## config.mk

```make
export PLATFORM = sky130hd
export DESIGN_NAME = sks_cell
export DESIGN_NICKNAME = d
export VERILOG_FILES = /design/src/sv/sks_pkg.sv /design/src/sv/sks_cell.sv
export SDC_FILE = /design/constraint.sdc
export NUM_CORES = 1
export LEC_CHECK = 0
export CAP_MARGIN = 40
export CORE_ASPECT_RATIO = 1.5
export CORE_MARGIN = 2
export CORE_UTILIZATION = 30
export DETAILED_ROUTE_END_ITERATION = 8
export DONT_BUFFER_PORTS = 1
export HOLD_SLACK_MARGIN = 0.05
export SLEW_MARGIN = 20
export SYNTH_ARGS = -nofsm -noshare
export SYNTH_HDL_FRONTEND = slang
export SYNTH_SLANG_ARGS = --single-unit
```

## constraint.sdc

```tcl
create_clock -name clk_i -period 9.2 [get_ports clk_i]
set_clock_uncertainty 0.05 [all_clocks]
set_input_delay 1.84 -clock clk_i [delete_from_list [all_inputs] [get_ports clk_i]]
set_output_delay 1.84 -clock clk_i [all_outputs]
set_load 0.02 [all_outputs]
```

## src/sv/sks_pkg.sv

```systemverilog
`default_nettype none
package sks_pkg;

  localparam int unsigned CAPACITY_DEF = 64;
  localparam int unsigned KEY_BITS_DEF = 64;
  localparam int unsigned KEY_PORT_W   = 64;
  localparam int unsigned FIELD_W      = 7;

  typedef enum logic [1:0] {
    OP_INSERT = 2'd0,
    OP_DELETE = 2'd1,
    OP_LOOKUP = 2'd2
  } op_e;

  typedef enum logic [1:0] {
    STAT_OK   = 2'd0,
    STAT_DUP  = 2'd1,
    STAT_MISS = 2'd2,
    STAT_FULL = 2'd3
  } status_e;

  // broadcast from the sequencer to every cell
  typedef struct packed {
    logic cmp;
    logic ins;
    logic del;
  } cell_ctrl_t;

endpackage
`default_nettype wire

```

## src/sv/sks_cell.sv

```systemverilog
`default_nettype none
module sks_cell #(
  parameter int unsigned KeyBits = 64,
  parameter int unsigned PosW    = 7,
  parameter int unsigned Idx     = 0
) (
  input  wire logic               clk_i,
  input  wire logic               rst_ni,
  input  wire sks_pkg::cell_ctrl_t ctrl_i,
  input  wire logic [KeyBits-1:0] key_i,
  input  wire logic [KeyBits-1:0] left_key_i,
  input  wire logic               left_valid_i,
  input  wire logic               left_lt_i,
  input  wire logic [KeyBits-1:0] right_key_i,
  input  wire logic               right_valid_i,
  input  wire logic               right_lt_i,
  output logic      [KeyBits-1:0] key_o,
  output logic                    valid_o,
  output logic                    lt_o,
  output logic                    hit_o,
  output logic      [PosW-1:0]    pos_o
);
  import sks_pkg::*;

  logic [KeyBits-1:0] key_q, key_d;
  logic               valid_q, valid_d;
  logic               lt_q, lt_d;
  logic               eq_q, eq_d;

  always_comb begin
    key_d   = key_q;
    valid_d = valid_q;
    lt_d    = lt_q;
    eq_d    = eq_q;
    if (ctrl_i.cmp) begin
      lt_d = valid_q & (key_q < key_i);
      eq_d = valid_q & (key_q == key_i);
    end
    if (ctrl_i.ins && !lt_q) begin
      // first cell not below the key takes it, the rest take the left neighbor
      if (left_lt_i) begin
        key_d   = key_i;
        valid_d = 1'b1;
      end else begin
        key_d   = left_key_i;
        valid_d = left_valid_i;
      end
    end
    if (ctrl_i.del && !lt_q) begin
      key_d   = right_key_i;
      valid_d = right_valid_i;
    end
  end

  always_ff @(posedge clk_i or negedge rst_ni) begin
    if (!rst_ni) begin
      valid_q <= 1'b0;
      lt_q    <= 1'b0;
      eq_q    <= 1'b0;
    end else begin
      valid_q <= valid_d;
      lt_q    <= lt_d;
      eq_q    <= eq_d;
    end
  end

  always_ff @(posedge clk_i) begin
    key_q <= key_d;
  end

  assign key_o   = key_q;
  assign valid_o = valid_q;
  assign lt_o    = lt_q;
  assign hit_o   = eq_q;
  // last cell below the key marks the lower bound
  assign pos_o   = (lt_q && !right_lt_i) ? PosW'(Idx + 1) : '0;

endmodule
`default_nettype wire

```

Yosys cells after proc, flatten, opt, wreduce, memory -nomap -nowiden

Cells that the tools add are included.

Reduce and logical (&&, ||, !) cells: 6
Bitwise gates (word level): 2
Equal/unequal tests: 1
Muxes and demuxes: 7
$lt $le $gt $ge: 1

Operators by type and width:

| kind                | number |
|---|---|
| $mux W64            | 3 |
| $eq A64 B64 Y1      | 1 |
| $lt A64 B64 Y1      | 1 |
| $mux W1             | 4 |
| $logic_and A1 B1 Y1 | 3 |
| $and A1 B1 Y1       | 2 |
| $logic_not A1 Y1    | 2 |
| $reduce_bool A2 Y1  | 1 |

Flip-flop bits (word level): 67
Output and inout port bits: 74

Logic depth before layout (Yosys ltp)

Word-level depth: 4
Mapped depth: 8

Least setup slack after synthesis

No wires, ideal clock.

Path type: input to register
Start: input port ctrl_i[1] (netlist bit)
End: register valid_q (netlist: valid_o)
Stages on the path: 3
Data required time: 9.022 ns
Slack: 3.906 ns
Arrival time: 5.116 ns
Path buffers: 0
Setup time: 0.128 ns
Cells stage by stage: nor2_1 nor2_1 mux2_2

Longest elaborated chain between the ends: 2

RTL lines:

| what                         | RTL line       | source |
|---|---|---|
| from (decl)                  | sks_cell.sv:9  | `input wire sks_pkg::cell_ctrl_t ctrl_i,` |
| $logic_and A1 B1 Y1          | sks_cell.sv:39 | `if (ctrl_i.ins && !lt_q) begin` |
| $reduce_bool A2 Y1 (no line) | n/a            |  |
| to (signal assigned)         | sks_cell.sv:61 | `valid_q <= valid_d;` |
| to (decl)                    | sks_cell.sv:26 | `logic valid_q, valid_d;` |

No other way between the ends.
A chain may end at the register's enable or synchronous reset.

Final worst setup path

Start: input port right_lt_i
End: output port pos_o[0]

Longest elaborated chain between the ends: 3

RTL lines:

| what                | RTL line       | source |
|---|---|---|
| from (decl)         | sks_cell.sv:16 | `input wire logic right_lt_i,` |
| $logic_not A1 Y1    | sks_cell.sv:76 | `assign pos_o = (lt_q && !right_lt_i) ? PosW'(Idx + 1) : '0;` |
| $logic_and A1 B1 Y1 | sks_cell.sv:76 |  |
| $mux W1             | sks_cell.sv:76 |  |
| to (decl)           | sks_cell.sv:21 | `output logic [PosW-1:0] pos_o` |

No other way between the ends.

==> summary.txt <==
Die
  – Die area: 0.0177 mm^2
  – Ports: 275
  – Die W: 109 um
  – # rows: 57
  – Core region area: 0.0163 mm^2
  – Die height: 162 um
  – Starting density of the core: 30.7%

STA
  – Final setup fails: 0
  – Slew Limit Fails: 0
  – Fin. Hold Viols: 0
  – Final TNS setup: 0 ns
  – RSZ-0062 raised after global routing: no
  – Min Tclk post-route: 4.02 ns
  – Period utilization: 43.7%
  – Max Fclk: 0.249 GHz

Worst setup path
  – Crit path max fanout: 1
  – Crit-path slowest cell: nor2_1
  – Critical Path AT: 2.13 ns
  – Worst Setup End Kind: output pin
  – CP delay by family, top: simple AND/OR/NAND/NOR gates
  – Worst path cell trace: nor2_1
  – Slowest cell delay on critical path: 0.29 ns
  – Setup crit start kind: primary input
  – Worst Path Buf+Inv: 0
  – Critical Path RT: 7.31 ns
  – Crit Path Class: primary input to output pin

Layout
  – Register area: 0.00200 mm^2
  – Layout cell share with drive strength beyond 1: 4.01%
  – Final Core Density: 33.8%
  – Multi-input gate area: 0.00266 mm^2
  – Post-Layout Inst Area: 0.00550 mm^2
  – Area grow syn2layout: 10.0%
  – Ant diodes: 0
  – Filler cell count: 1658
  – Nets: 786

Clock network
  – Htree depth: 3
  – Worst-path clk slew: 0.05 ns
  – TritonCTS clock tree: yes
  – CTS Buffer Depth: 2
  – Root Buffer: clkbuf_16
  – CTS resizes: 0
  – Hold buffer count at cts: 0
  – Post-CTS setup buffer count: 0
  – TritonCTS Sinks: 67
  – TritonCTS Buffers: 9
  – Clock Latency Late Sink: 0.33 ns

Routing
  – DR WL/cell: 18.0 um
  – Vias: 3791
  – Antenna violation net count after detailed routing: 0
  – # DRC: 0
  – Initial DRT Pass Iterations: 5
  – Routed WL: 13100 um
  – Vias per Instance: 5.19
  – Initial DRC Count: 105

Place
  – Post-detail-place hpwl: 10700 um
  – PortBufs: 0
  – Placed cell areas: 0.00523 mm^2
  – Routability Congestion: 0.785

Yosys
  – Post-synthesis simple-gate area fraction: 10.9%
  – Syn avg cell area: 9.47 um^2
  – Synth Area in XOR/XNOR: 0%
  – Proportion of netlist area held by the largest area contributor: 38.4%
  – YS warnings: 0
  – Leading area contributor after synthesis: edfxtp_1
  – Area contributors post-synth: edfxtp_1 38%, ha_1 16%, mux2i_1 13%, o21ai_0 7.2%, nand2_1 6.2%
  – Mux cell area share after synthesis: 13.0%
  – Post-Synth Adder-Cell Area: 16.0%
  – Post-synthesis compound-gate area fraction: 12.4%
  – Post-synthesis instance area: 0.00500 mm^2
  – Main combinational cell family by area after synthesis: adder cells
  – Seq/Total Area, Yosys: 39.9%
  – Synth cell types: 34
  – Yosys reg bits: 67
  – Post-synthesis instance total: 528

Run status
  – Status: finished, final reports clean

Power and ir drop
  – Tot Pwr: 1.42 mW
  – Pwr Density: 258 mW/mm^2
  – Leakage dissipation: 2.50 nW
  – VDD IR max: 0.154 mV

Global routing
  – Initial antenna violation count: 0
  – Largest net degree at the start of global routing: 87
  – GRT Total Usage: 14.3%
  – Gr ovfl total: 0
  – First-pass GRT wire length: 19400 um
  – Number of global-route vias before repair: 3920

Job
  – Maxcap violations: 0

Worst hold path
  – Hold Path Class: flip-flop to flip-flop
==> metrics by stage <==
| step | hold slack [ns] | setup WS [ns] | cells |
|---|---|---|---|
| 2_1_floorplan | 0.566 | 3.91 | 533 |
| 3_3_place_gp | 0.598 | 5.17 | 714 |
| 3_5_place_dp | 0.616 | 5.18 | 716 |
| 4_1_cts | 0.625 | 5.18 | 730 |
| 5_1_grt | 0.645 | 5.15 | 730 |
| 6_report | 0.613 | 5.18 | 730 |
==> worst register-to-register path: stages (launching register included) <==
cell      delay (ns)
edfxtp_1        0.51
ha_1            0.39
nand4_2         0.16
nor4_2          0.40
nand2_1         0.18
or4b_1          0.57
a21oi_1         0.15
o32ai_1         0.10
==> layer usage <==
metal | vias up | part of all wire (%) | track usage [%]
met5 | - | 0 | 0
met4 | 0 | 1.1 | 4.60
met3 | 11 | 8.5 | 4.45
met2 | 187 | 56 | 28.1
met1 | 1744 | 34 | 13.6
li1 | 1849 | - | -
==> cell usage after synthesis, drive strengths merged <==
| cell | n |
|---|---|
| a211oi | 1 |
| a21o | 5 |
| a21oi | 26 |
| a221o | 1 |
| a221oi | 5 |
| and2 | 1 |
| and3b | 1 |
| and4 | 2 |
| buf | 12 |
| clkbuf | 15 |
| conb | 1 |
| dfrtp | 3 |
| edfxtp | 64 |
| ha | 64 |
| inv | 68 |
| mux2 | 1 |
| mux2i | 64 |
| nand2 | 83 |
| nand3 | 8 |
| nand4 | 11 |
| nor2 | 9 |
| nor2b | 2 |
| nor3 | 2 |
| nor4 | 2 |
| o2111ai | 1 |
| o21ai | 72 |
| o22ai | 1 |
| o31ai | 1 |
| o32ai | 1 |
| or4b | 1 |
==> logic make-up (layout without fill, tap and decap cells) <==
family	Yosys count	count (layout)
and+or+nand+nor	122	122
AOI/OAI and AO/OA	114	114
adders and majority gates	64	64
other	1	6
muxes	65	65
buffers and inverters	95	86
DFF	67	67
==> registers in the layout, indices dropped and copies added (netlist names) <==
register	flops
hit_o	1
lt_o	1
key_o	64
valid_o	1
==> worst paths after layout <==
check	slack (ns)	from	endpoint	depth (start not counted)
worst min register to register	0.61	hit_o	hit_o	2
worst max-delay path	5.18	right_lt_i	pos_o[0]	1
max in group asynchronous	7.88	rst_ni	valid_o	0
worst min-delay path	0.61	hit_o	hit_o	2
min in group asynchronous	1.16	rst_ni	lt_o	0
worst max register to register	6.55	key_o[62]	lt_o	7
==> final cells by class <==
class                      instances  share of cell area [%]
clock buffer                       9                    4.09
clock inverter                     5                   0.842
inverter                          68                    4.64
multi-input combinational        371                    48.3
sequential                        67                    36.3
tap                              206                    4.69
timing repair buffer               4                    1.14
==> cell usage in the layout, fill, tap and decap left out, drive strengths merged, types with 2 or more instances in the layout <==
master and n:
edfxtp 64, nor2 9, nand4 11, clkinv 4, a221oi 5, nand3 8
a21o 5, nor2b 2, clkbuf 9, ha 64, nor4 2, conb 6
inv 68, a21oi 26, mux2i 64, dfrtp 3, buf 4, nand2 83
nor3 2, o21ai 72, and4 2
==> where the power goes <==
group          total [mW]  internal, mW  switching [mW]
Sequential          0.701         0.489           0.212
Clock               0.329         0.203           0.126
Combinational       0.388         0.154           0.234
No activity file was read; power rests on OpenSTA's default activity.
